==> config.mk <==
export PLATFORM = sky130hd
export DESIGN_NAME = tc6_rx_chunk_reassembler_flat
export DESIGN_NICKNAME = d
export VERILOG_FILES = /design/src/rtl/tc6rx_pkg.sv /design/src/rtl/tc6rx_if.sv /design/src/rtl/tc6_rx_chunk_reassembler.sv /design/src/rtl/tc6rx_front.sv /design/src/rtl/tc6rx_cmd_fifo.sv /design/src/rtl/tc6rx_back.sv /design/src/flat_wrapper.sv
export SDC_FILE = /design/constraint.sdc
export NUM_CORES = 1
export LEC_CHECK = 0
export BUFFER_PORTS_ARGS = -buffer_cell sky130_fd_sc_hd__buf_2
export CAP_MARGIN = 20
export CELL_PAD_IN_SITES_DETAIL_PLACEMENT = 1
export CELL_PAD_IN_SITES_GLOBAL_PLACEMENT = 1
export CORE_ASPECT_RATIO = 1.4
export CORE_MARGIN = 10
export CORE_UTILIZATION = 53
export DETAILED_ROUTE_END_ITERATION = 12
export PLACE_DENSITY_LB_ADDON = 0.12
export SLEW_MARGIN = 40
export SYNTH_ARGS = -nofsm -noshare
export SYNTH_HDL_FRONTEND = slang
export SYNTH_SLANG_ARGS = --single-unit
==> constraint.sdc <==
create_clock -name clk_i -period 4.5 [get_ports clk_i]
set_input_delay 0.225 -clock clk_i [delete_from_list [all_inputs] [get_ports clk_i]]
set_output_delay 0.225 -clock clk_i [all_outputs]
set_load 0.02 [all_outputs]
==> src/rtl/tc6rx_pkg.sv <==
package tc6rx_pkg;

  // position within a chunk, 0 up to the largest chunk size inclusive
  localparam int unsigned POS_W = 7;
  localparam int unsigned LEN_W = 16;
  localparam int unsigned CALC_W = 8;
  localparam int unsigned CMD_DEPTH = 2;

  typedef enum logic [1:0] {
    OP_BYTE      = 2'd0,
    OP_FOOTER    = 2'd1,
    OP_NO_BLOCKS = 2'd2,
    OP_XFER_FAIL = 2'd3
  } op_e;

  typedef enum logic [2:0] {
    ST_MORE    = 3'd0,
    ST_DONE    = 3'd1,
    ST_SKIP    = 3'd2,
    ST_NOFRAME = 3'd3,
    ST_FAIL    = 3'd4,
    ST_DROP    = 3'd5
  } status_e;

  typedef struct packed {
    logic [1:0] operation;
    logic [7:0] data_byte;
    logic       drop_flag;
    logic       data_valid;
    logic       frame_start;
    logic [3:0] start_word_offset;
    logic       frame_end;
    logic [5:0] last_byte_pos;
  } in_item_t;

  typedef struct packed {
    logic [7:0]       frame_byte;
    logic             byte_valid;
    logic [2:0]       status;
    logic [LEN_W-1:0] frame_length;
    logic             last;
  } out_item_t;

  // one footer outcome: emit buffer range [from_pos, to_pos) with status and length
  typedef struct packed {
    logic [POS_W-1:0] from_pos;
    logic [POS_W-1:0] to_pos;
    logic [2:0]       status;
    logic [LEN_W-1:0] frame_length;
  } cmd_t;

  // buffer write from the front end
  typedef struct packed {
    logic             en;
    logic [POS_W-1:0] pos;
    logic [7:0]       data;
  } buf_wr_t;

  // read window still owed by the back end
  typedef struct packed {
    logic             busy;
    logic [POS_W-1:0] rd_pos;
    logic [POS_W-1:0] to_pos;
  } back_stat_t;

endpackage

==> src/rtl/tc6rx_if.sv <==
interface tc6rx_in_if;
  logic                 valid;
  logic                 ready;
  tc6rx_pkg::in_item_t  item;

  modport source (output valid, output item, input ready);
  modport sink (input valid, input item, output ready);
endinterface

interface tc6rx_out_if;
  logic                 valid;
  logic                 ready;
  tc6rx_pkg::out_item_t item;

  modport source (output valid, output item, input ready);
  modport sink (input valid, input item, output ready);
endinterface

==> src/rtl/tc6_rx_chunk_reassembler.sv <==
// Receive chunk reassembler for a MAC-PHY serial data link.
// chunk_i carries one item per transaction: a payload byte of the current
// chunk, a chunk footer, or a no-blocks / transfer-fail event. frame_o carries
// the results: reassembled frame bytes, or one status-only result when an item
// emits no byte. Every item other than a payload byte yields at least one
// result, and the final one has last set.
// Payload bytes are taken one per cycle into the chunk buffer and give no
// result. A footer is classified combinationally and queued; the emitter loads it
// from the queue when idle and then sends one result per cycle while frame_o does
// not stall, so a footer passes the queue, the emitter load and the output register
// before its first result is presented, and the emitter stays busy until the last.
// The emitter reads the chunk buffer through a single read port.
// Payload bytes of the next chunk are held off only while they would overwrite
// a buffer entry not yet emitted, or while a footer waits in the queue; footers
// wait only when the two-entry queue is full.
// When frame_o stalls, the output register holds its result and the emitter
// waits; the front end keeps accepting footers until the queue fills, and bytes as above.
// Reset clears the chunk fill, the frame length, the queue and the output.
module tc6_rx_chunk_reassembler #(
  parameter int unsigned CHUNK_BYTES      = 64,
  parameter int unsigned WORD_OFFSET_UNIT = 4,
  parameter int unsigned END_OFFSET_ADD   = 1
) (
  input  logic        clk_i,
  input  logic        rst_ni,
  tc6rx_in_if.sink    chunk_i,
  tc6rx_out_if.source frame_o
);
  import tc6rx_pkg::*;

  buf_wr_t    buf_wr;
  cmd_t       cmd_push_data;
  cmd_t       cmd_head;
  logic       cmd_push;
  logic       cmd_pop;
  logic       cmd_full;
  logic       cmd_empty;
  back_stat_t back_stat;

  // classification and buffer fill
  tc6rx_front #(
    .CHUNK_BYTES      (CHUNK_BYTES),
    .WORD_OFFSET_UNIT (WORD_OFFSET_UNIT),
    .END_OFFSET_ADD   (END_OFFSET_ADD)
  ) u_front (
    .clk_i       (clk_i),
    .rst_ni      (rst_ni),
    .chunk_i     (chunk_i),
    .buf_wr_o    (buf_wr),
    .cmd_o       (cmd_push_data),
    .cmd_push_o  (cmd_push),
    .cmd_full_i  (cmd_full),
    .cmd_empty_i (cmd_empty),
    .back_i      (back_stat)
  );

  // command queue between the two halves
  tc6rx_cmd_fifo u_cmd_fifo (
    .clk_i   (clk_i),
    .rst_ni  (rst_ni),
    .push_i  (cmd_push),
    .cmd_i   (cmd_push_data),
    .pop_i   (cmd_pop),
    .cmd_o   (cmd_head),
    .full_o  (cmd_full),
    .empty_o (cmd_empty)
  );

  // emitter with chunk buffer
  tc6rx_back #(
    .CHUNK_BYTES (CHUNK_BYTES)
  ) u_back (
    .clk_i       (clk_i),
    .rst_ni      (rst_ni),
    .buf_wr_i    (buf_wr),
    .cmd_i       (cmd_head),
    .cmd_empty_i (cmd_empty),
    .cmd_pop_o   (cmd_pop),
    .stat_o      (back_stat),
    .frame_o     (frame_o)
  );

  // queue never written while full
  assert property (@(posedge clk_i) disable iff (!rst_ni) cmd_push |-> !cmd_full)
    else $error("command pushed into full queue");

  // a buffer write never lands inside the window still to be emitted
  assert property (@(posedge clk_i) disable iff (!rst_ni)
    buf_wr.en |-> !(back_stat.busy && (buf_wr.pos >= back_stat.rd_pos) &&
                    (buf_wr.pos < back_stat.to_pos)))
    else $error("buffer write over unread entry");

  // no payload byte taken while a footer waits in the queue
  assert property (@(posedge clk_i) disable iff (!rst_ni) buf_wr.en |-> cmd_empty)
    else $error("buffer written with footer pending");

  // emitter read window stays ordered
  assert property (@(posedge clk_i) disable iff (!rst_ni)
    back_stat.busy |-> (back_stat.rd_pos <= back_stat.to_pos))
    else $error("read window inverted");

endmodule

==> src/rtl/tc6rx_front.sv <==
module tc6rx_front #(
  parameter int unsigned CHUNK_BYTES      = 64,
  parameter int unsigned WORD_OFFSET_UNIT = 4,
  parameter int unsigned END_OFFSET_ADD   = 1
) (
  input  logic                  clk_i,
  input  logic                  rst_ni,
  tc6rx_in_if.sink              chunk_i,
  output tc6rx_pkg::buf_wr_t    buf_wr_o,
  output tc6rx_pkg::cmd_t       cmd_o,
  output logic                  cmd_push_o,
  input  logic                  cmd_full_i,
  input  logic                  cmd_empty_i,
  input  tc6rx_pkg::back_stat_t back_i
);
  import tc6rx_pkg::*;

  localparam logic [POS_W-1:0]  ChunkPos  = POS_W'(CHUNK_BYTES);
  localparam logic [CALC_W-1:0] ChunkCalc = CALC_W'(CHUNK_BYTES);

  logic [POS_W-1:0] fill_q, fill_d;
  logic [LEN_W-1:0] frame_q, frame_d;

  logic             is_byte;
  logic             hazard;
  logic             accept;
  logic [CALC_W-1:0] start_calc, end_calc;
  logic [POS_W-1:0] from_pos, end_pos, to_pos, span;
  logic [LEN_W-1:0] base_len, sum_len;
  cmd_t             cmd;

  assign is_byte = (chunk_i.item.operation == OP_BYTE);

  // a new byte must not overwrite an entry the back end still has to emit
  assign hazard = !cmd_empty_i ||
                  (back_i.busy && (fill_q >= back_i.rd_pos) && (fill_q < back_i.to_pos));

  assign chunk_i.ready = is_byte ? !hazard : !cmd_full_i;
  assign accept        = chunk_i.valid && chunk_i.ready;

  // buffer write
  assign buf_wr_o.en   = accept && is_byte && (fill_q < ChunkPos);
  assign buf_wr_o.pos  = fill_q;
  assign buf_wr_o.data = chunk_i.item.data_byte;

  // footer positions, saturated at the chunk size
  always_comb begin
    start_calc = CALC_W'(chunk_i.item.start_word_offset) * CALC_W'(WORD_OFFSET_UNIT);
    end_calc   = CALC_W'(chunk_i.item.last_byte_pos) + CALC_W'(END_OFFSET_ADD);
    if (!chunk_i.item.frame_start) begin
      from_pos = '0;
    end else if (start_calc > ChunkCalc) begin
      from_pos = ChunkPos;
    end else begin
      from_pos = start_calc[POS_W-1:0];
    end
    if (!chunk_i.item.frame_end) begin
      end_pos = ChunkPos;
    end else if (end_calc > ChunkCalc) begin
      end_pos = ChunkPos;
    end else begin
      end_pos = end_calc[POS_W-1:0];
    end
    to_pos   = (end_pos < from_pos) ? from_pos : end_pos;
    span     = to_pos - from_pos;
    base_len = chunk_i.item.frame_start ? '0 : frame_q;
    sum_len  = base_len + LEN_W'(span);
  end

  // footer classification
  always_comb begin
    cmd     = '0;
    frame_d = frame_q;
    fill_d  = fill_q;
    case (chunk_i.item.operation)
      OP_FOOTER: begin
        fill_d = '0;
        if (chunk_i.item.drop_flag) begin
          cmd.status = ST_DROP;
          frame_d    = '0;
        end else if (!chunk_i.item.data_valid ||
                     ((frame_q == '0) && !chunk_i.item.frame_start)) begin
          cmd.status       = ST_SKIP;
          cmd.frame_length = frame_q;
        end else begin
          cmd.from_pos     = from_pos;
          cmd.to_pos       = to_pos;
          cmd.frame_length = sum_len;
          if (chunk_i.item.frame_end) begin
            cmd.status = ST_DONE;
            frame_d    = '0;
          end else begin
            cmd.status = ST_MORE;
            frame_d    = sum_len;
          end
        end
      end
      OP_NO_BLOCKS, OP_XFER_FAIL: begin
        fill_d     = '0;
        frame_d    = '0;
        cmd.status = (chunk_i.item.operation == OP_NO_BLOCKS) ? ST_NOFRAME : ST_FAIL;
      end
      default: begin
        if (fill_q < ChunkPos) begin
          fill_d = fill_q + POS_W'(1);
        end
      end
    endcase
  end

  assign cmd_o      = cmd;
  assign cmd_push_o = accept && !is_byte;

  // chunk fill and running frame length
  always_ff @(posedge clk_i or negedge rst_ni) begin
    if (!rst_ni) begin
      fill_q  <= '0;
      frame_q <= '0;
    end else if (accept) begin
      fill_q  <= fill_d;
      frame_q <= frame_d;
    end
  end

endmodule

==> src/rtl/tc6rx_cmd_fifo.sv <==
module tc6rx_cmd_fifo (
  input  logic            clk_i,
  input  logic            rst_ni,
  input  logic            push_i,
  input  tc6rx_pkg::cmd_t cmd_i,
  input  logic            pop_i,
  output tc6rx_pkg::cmd_t cmd_o,
  output logic            full_o,
  output logic            empty_o
);
  import tc6rx_pkg::*;

  localparam int unsigned PTR_W = $clog2(CMD_DEPTH);
  localparam int unsigned CNT_W = $clog2(CMD_DEPTH + 1);

  cmd_t             slot_q [CMD_DEPTH];
  logic [PTR_W-1:0] wr_ptr_q, rd_ptr_q;
  logic [CNT_W-1:0] count_q;

  assign full_o  = (count_q == CNT_W'(CMD_DEPTH));
  assign empty_o = (count_q == '0);
  assign cmd_o   = slot_q[rd_ptr_q];

  // storage
  always_ff @(posedge clk_i) begin
    if (push_i) begin
      slot_q[wr_ptr_q] <= cmd_i;
    end
  end

  // pointers and occupancy
  always_ff @(posedge clk_i or negedge rst_ni) begin
    if (!rst_ni) begin
      wr_ptr_q <= '0;
      rd_ptr_q <= '0;
      count_q  <= '0;
    end else begin
      if (push_i) begin
        wr_ptr_q <= (wr_ptr_q == PTR_W'(CMD_DEPTH - 1)) ? '0 : wr_ptr_q + PTR_W'(1);
      end
      if (pop_i) begin
        rd_ptr_q <= (rd_ptr_q == PTR_W'(CMD_DEPTH - 1)) ? '0 : rd_ptr_q + PTR_W'(1);
      end
      if (push_i && !pop_i) begin
        count_q <= count_q + CNT_W'(1);
      end else if (pop_i && !push_i) begin
        count_q <= count_q - CNT_W'(1);
      end
    end
  end

endmodule

==> src/rtl/tc6rx_back.sv <==
module tc6rx_back #(
  parameter int unsigned CHUNK_BYTES = 64
) (
  input  logic                  clk_i,
  input  logic                  rst_ni,
  input  tc6rx_pkg::buf_wr_t    buf_wr_i,
  input  tc6rx_pkg::cmd_t       cmd_i,
  input  logic                  cmd_empty_i,
  output logic                  cmd_pop_o,
  output tc6rx_pkg::back_stat_t stat_o,
  tc6rx_out_if.source           frame_o
);
  import tc6rx_pkg::*;

  localparam int unsigned ADDR_W = $clog2(CHUNK_BYTES);

  logic [7:0]       buf_q [CHUNK_BYTES];

  logic             busy_q, busy_d;
  logic [POS_W-1:0] rd_pos_q, rd_pos_d;
  logic [POS_W-1:0] to_pos_q, to_pos_d;
  logic [2:0]       status_q, status_d;
  logic [LEN_W-1:0] len_q, len_d;

  logic             out_valid_q, out_valid_d;
  logic             out_bv_q, out_bv_d;
  logic             out_last_q, out_last_d;
  logic [2:0]       out_status_q, out_status_d;
  logic [LEN_W-1:0] out_len_q, out_len_d;
  logic [7:0]       out_byte_q;

  logic             out_free;
  logic             issue;
  logic             has_bytes;
  logic             load;

  assign out_free  = !out_valid_q || frame_o.ready;
  assign load      = !busy_q && !cmd_empty_i;
  assign issue     = busy_q && out_free;
  assign has_bytes = (rd_pos_q < to_pos_q);
  assign cmd_pop_o = load;

  assign stat_o.busy   = busy_q;
  assign stat_o.rd_pos = rd_pos_q;
  assign stat_o.to_pos = to_pos_q;

  // chunk buffer write port
  always_ff @(posedge clk_i) begin
    if (buf_wr_i.en) begin
      buf_q[buf_wr_i.pos[ADDR_W-1:0]] <= buf_wr_i.data;
    end
  end

  // chunk buffer read port, straight into the output register
  always_ff @(posedge clk_i) begin
    if (issue && has_bytes) begin
      out_byte_q <= buf_q[rd_pos_q[ADDR_W-1:0]];
    end
  end

  // command sequencing and output stage
  always_comb begin
    busy_d       = busy_q;
    rd_pos_d     = rd_pos_q;
    to_pos_d     = to_pos_q;
    status_d     = status_q;
    len_d        = len_q;
    out_valid_d  = out_valid_q;
    out_bv_d     = out_bv_q;
    out_last_d   = out_last_q;
    out_status_d = out_status_q;
    out_len_d    = out_len_q;
    if (out_valid_q && frame_o.ready) begin
      out_valid_d = 1'b0;
    end
    if (load) begin
      busy_d   = 1'b1;
      rd_pos_d = cmd_i.from_pos;
      to_pos_d = cmd_i.to_pos;
      status_d = cmd_i.status;
      len_d    = cmd_i.frame_length;
    end
    if (issue) begin
      out_valid_d  = 1'b1;
      out_bv_d     = has_bytes;
      out_status_d = status_q;
      out_len_d    = len_q;
      out_last_d   = !has_bytes || (rd_pos_q + POS_W'(1) == to_pos_q);
      if (has_bytes) begin
        rd_pos_d = rd_pos_q + POS_W'(1);
      end
      if (out_last_d) begin
        busy_d = 1'b0;
      end
    end
  end

  always_ff @(posedge clk_i or negedge rst_ni) begin
    if (!rst_ni) begin
      busy_q      <= 1'b0;
      rd_pos_q    <= '0;
      to_pos_q    <= '0;
      out_valid_q <= 1'b0;
    end else begin
      busy_q      <= busy_d;
      rd_pos_q    <= rd_pos_d;
      to_pos_q    <= to_pos_d;
      out_valid_q <= out_valid_d;
    end
  end

  always_ff @(posedge clk_i) begin
    status_q     <= status_d;
    len_q        <= len_d;
    out_bv_q     <= out_bv_d;
    out_last_q   <= out_last_d;
    out_status_q <= out_status_d;
    out_len_q    <= out_len_d;
  end

  assign frame_o.valid             = out_valid_q;
  assign frame_o.item.frame_byte   = out_bv_q ? out_byte_q : 8'd0;
  assign frame_o.item.byte_valid   = out_bv_q;
  assign frame_o.item.status       = out_status_q;
  assign frame_o.item.frame_length = out_len_q;
  assign frame_o.item.last         = out_last_q;

endmodule

==> src/flat_wrapper.sv <==
// flat-port wrapper written by rule: the top's interface ports become plain ports
module tc6_rx_chunk_reassembler_flat import tc6rx_pkg::*;
#(
  parameter int unsigned CHUNK_BYTES      = 64,
  parameter int unsigned WORD_OFFSET_UNIT = 4,
  parameter int unsigned END_OFFSET_ADD   = 1
)
  (clk_i, rst_ni, chunk_i_valid, chunk_i_item, chunk_i_ready, frame_o_valid, frame_o_item, frame_o_ready);
  tc6rx_in_if chunk_i_i ();
  tc6rx_out_if frame_o_i ();
  input  logic clk_i;
  input  logic rst_ni;
  input wire logic [$bits(chunk_i_i.valid)-1:0] chunk_i_valid;
  input wire logic [$bits(chunk_i_i.item)-1:0] chunk_i_item;
  output wire logic [$bits(chunk_i_i.ready)-1:0] chunk_i_ready;
  output wire logic [$bits(frame_o_i.valid)-1:0] frame_o_valid;
  output wire logic [$bits(frame_o_i.item)-1:0] frame_o_item;
  input wire logic [$bits(frame_o_i.ready)-1:0] frame_o_ready;
  assign chunk_i_i.valid = chunk_i_valid;
  assign chunk_i_i.item = chunk_i_item;
  assign chunk_i_ready = chunk_i_i.ready;
  assign frame_o_valid = frame_o_i.valid;
  assign frame_o_item = frame_o_i.item;
  assign frame_o_i.ready = frame_o_ready;
  tc6_rx_chunk_reassembler #(.CHUNK_BYTES(CHUNK_BYTES), .WORD_OFFSET_UNIT(WORD_OFFSET_UNIT), .END_OFFSET_ADD(END_OFFSET_ADD)) u_core (.clk_i(clk_i), .rst_ni(rst_ni), .chunk_i(chunk_i_i), .frame_o(frame_o_i));
endmodule
==> impl_metrics.env <==
export IMPL_cts_buffer_depth=3
export IMPL_gp_congestion=0.876
export IMPL_synthArstFlopShare_pct=6.49
export IMPL_drt_total_wl_mm=69.9
export IMPL_crit_path_end_kind="register"
export IMPL_dieArea_um2=62000
export IMPL_htree_levels=2
export IMPL_yosysUniqueCellTypes=66
export IMPL_cts_tree="built"
export IMPL_start_kind="primary input"
export IMPL_pin_count=59
export IMPL_skew_ns=0.0238
export IMPL_critPathRequiredTime_ns=4.93
export IMPL_drive_gt1_share_pct=25.6
export IMPL_slew_headroom_pct=39.6
export IMPL_synth_warnings=0
export IMPL_antenna_left=0
export IMPL_worstHoldPathCells=3
export IMPL_drt_iter0_drc=1261
export IMPL_fin_setup_tns_ns=0
export IMPL_synth_edf_count=620
export IMPL_power_density_nw_per_um2=571
export IMPL_avgSynthCellArea_um2=17.1
export IMPL_ir_drop_v=0.000420
export IMPL_status="finished, final reports clean"
export IMPL_ys_seq_area_share_pct=71.1
export IMPL_grt_pass1_vias=16900
export IMPL_via_per_inst=6.25
export IMPL_synth_most_common_cell="edfxtp_1"
export IMPL_clk_pin_slew_ns=0.06
export IMPL_finalPower_mw=18.0
export IMPL_cts_root_buf="clkbuf_16"
export IMPL_finish_utilization_pct=60.8
export IMPL_synth_seq_cells=663
export IMPL_syn_nets=1692
export IMPL_die_w_um=213
export IMPL_rows=99
export IMPL_areaGrowthSynthToFinish_pct=13.9
export IMPL_min_period_ns=4.27
export IMPL_grt_usage_pct=23.0
export IMPL_arrival_ns=4.70
export IMPL_drc=0
export IMPL_diodes=0
export IMPL_finalCritPeriodShare_pct=94.8
export IMPL_yosysTopAreaCell="edfxtp_1"
export IMPL_first_pass_iters=5
export IMPL_numCtsBuffers=60
export IMPL_rr_endpoint="u_core.u_back.rd_pos_q[5]"
export IMPL_synthTopCellsByArea="edfxtp_1 67%, mux4_2 10%, dfrtp_1 3.9%"
export IMPL_nets=1837
export IMPL_mappedNetlistArea_um2=27700
export IMPL_clkLatencyLatePin_ns=0.64
export IMPL_rr_startpoint="u_core.u_back.rd_pos_q[0]"
export IMPL_start_util_pct=53.4
export IMPL_synth_common_cells="620 x edfxtp_1, 127 x nand2_1, 123 x mux4_2"
export IMPL_io_buffer_count=58
export IMPL_fp_dieH_um=291
export IMPL_reg2regPathDepth=11
export IMPL_vias=15500
export IMPL_setup_viol=0
export IMPL_ys_flop_type="edfxtp_1"
export IMPL_p_leak_nw=10.7
export IMPL_clock_sinks=663
export IMPL_grt_overflow=0
export IMPL_dpl_hpwl_mm=44.5
export IMPL_drv_cap=0
export IMPL_core_um2=51900
export IMPL_min_to="u_core.u_cmd_fifo.slot_q[1][19]"
export IMPL_criticalPathCategory="primary input to register"
export IMPL_antenna_found_initial=1
export IMPL_max_freq_ghz=0.234
export IMPL_r2r_slack_ns=0.77
export IMPL_hold_viol=0
export IMPL_crit_path_max_fanout=8
export IMPL_grt_max_degree=118
export IMPL_post_drt_wl_per_cell_um=28.3
export IMPL_synth_cells=1624
export IMPL_min_from="chunk_i_item[0]"
export IMPL_worst_pin_slew_ns=0.904
export IMPL_worstHoldPathType="primary input to register"
export IMPL_slew_violations=0
export IMPL_grt_pass1_wl_mm=107
export IMPL_synth_top_area_share_pct=67.2
## area by class of cell
class | count | area, µm²
Inverter | 27 | 101
Fill cell | 4621 | 20300
Multi-Input combinational cell | 837 | 7580
Timing Repair Buffer | 180 | 1260
Tap cell | 656 | 821
Sequential cell | 663 | 19700
Clock inverter | 36 | 443
Clock buffer | 76 | 1640
## critical path: stages
cell	delay (ns)
buf_2	0.11
buf_4	0.14
nand3_1	0.10
xor2_1	0.20
nor2_1	0.10
ha_1	0.31
a21oi_1	0.15
a21oi_1	0.11
a2111oi_4	0.41
mux2_2	0.44
ha_1	0.31
a21o_1	0.17
a21oi_1	0.19
xnor2_1	0.15
ha_1	0.29
o21a_1	0.12
o21a_1	0.17
o22a_4	0.29
buf_4	0.16
a41oi_1	0.23
o21ai_0	0.12
a21oi_1	0.20
## cell families (layout without fill, tap and decap cells)
group | Yosys count | in the layout | synth area share (%)
buffers and inverters | 124 | 319 | 2.19
adder cells (fa/ha/maj) | 40 | 40 | 1.86
XOR/XNOR | 25 | 25 | 0.790
multiplexers | 189 | 189 | 12.5
AO/OA/AOI/OAI | 185 | 185 | 4.63
flip-flops | 663 | 663 | 71.1
AND/OR/NAND/NOR | 398 | 398 | 6.97
## state kept, by name, summed over array words and instances, names as in the netlist
register,flops
u_core.u_back.out_last_q,1
u_core.u_back.out_status_q,3
u_core.u_back.frame_o.valid,1
u_core.u_cmd_fifo.count_q,2
u_core.u_back.out_bv_q,1
u_core.u_back.busy_q,1
u_core.u_cmd_fifo.wr_ptr_q,1
u_core.u_back.out_len_q,16
u_core.u_cmd_fifo.slot_q,60
u_core.u_back.to_pos_q,7
u_core.u_cmd_fifo.rd_ptr_q,1
u_core.u_back.status_q,3
u_core.u_back.len_q,16
u_core.u_back.out_byte_q,8
u_core.u_back.buf_q,512
u_core.u_front.frame_q,16
u_core.u_front.fill_q,7
u_core.u_back.rd_pos_q,7
## power breakdown
group          total [mW]  internal, mW  leakage [nW]  switching (mW)
clock                5.40          3.11          1.01            2.29
sequential           7.45          7.21          6.19           0.239
combinational        5.18          2.03          3.51            3.15
## layer usage
layer / routed length, µm / track usage [%] / part of all wire, %
met1: 26400 / 27.4 / 38
met2: 37800 / 41.5 / 54
met5: 13 / 0 / 0.019
met4: 2470 / 8.20 / 3.5
met3: 3160 / 3.22 / 4.5
## repair_timing
item                                    4_1_cts  5_1_grt
endpoints found under the setup margin        0       14
resized for setup                             0       14
hold buffers                                  2        0
endpoints found under the hold margin        16        0
buffers inserted                              0        1
## worst max-delay path by stage
stage               startpoint                              end  slack (ns)  cells after the start
2_1_floorplan  chunk_i_item[0]  u_core.u_cmd_fifo.slot_q[0][14]        0.03                     24
3_3_place_gp   chunk_i_item[0]  u_core.u_cmd_fifo.slot_q[0][14]       -0.27                     26
3_5_place_dp   chunk_i_item[0]  u_core.u_cmd_fifo.slot_q[1][14]       -0.42                     26
4_1_cts        chunk_i_item[0]  u_core.u_cmd_fifo.slot_q[1][14]        0.24                     26
5_1_grt        chunk_i_item[0]  u_core.u_cmd_fifo.slot_q[0][15]       -0.02                     22
6_report       chunk_i_item[0]  u_core.u_cmd_fifo.slot_q[0][15]        0.23                     22
## metrics by stage
step | setup slack, ns | cells | area, µm² | hold WS [ns]
floorplan | 0.0270 | 1624 | 27800 | -0.0706
global placement | -0.274 | 2359 | 29300 | 0.193
detailed placement | -0.419 | 2360 | 29400 | 0.187
CTS | 0.236 | 2474 | 31500 | 0.0236
global route | -0.0164 | 2475 | 31600 | 0.0373
finish | 0.234 | 2475 | 31600 | 0.0482
## cells in the final DEF (no fill, tap or decap), types with 9 or more instances in the layout
master,count
edfxtp_1,620
nand2_1,126
mux4_2,123
buf_4,116
clkbuf_16,62
buf_2,58
nor3_1,50
nand3_1,49
nor2_1,45
mux2i_1,43
o21ai_0,41
dfrtp_1,40
ha_1,36
inv_1,24
a21oi_1,22
mux2_2,22
nor2b_1,19
and3_1,16
nor3_2,16
nand2b_1,15
and2_1,14
xnor2_1,13
a31oi_1,13
xor2_1,12
o31ai_1,12
nand4_1,12
clkinv_2,12
o21a_1,10
o21ai_1,10
clkbuf_1,10
a211oi_1,9
a22oi_1,9
a311oi_1,9
bufinv_16,9
No activity file was read; power rests on OpenSTA's default activity.
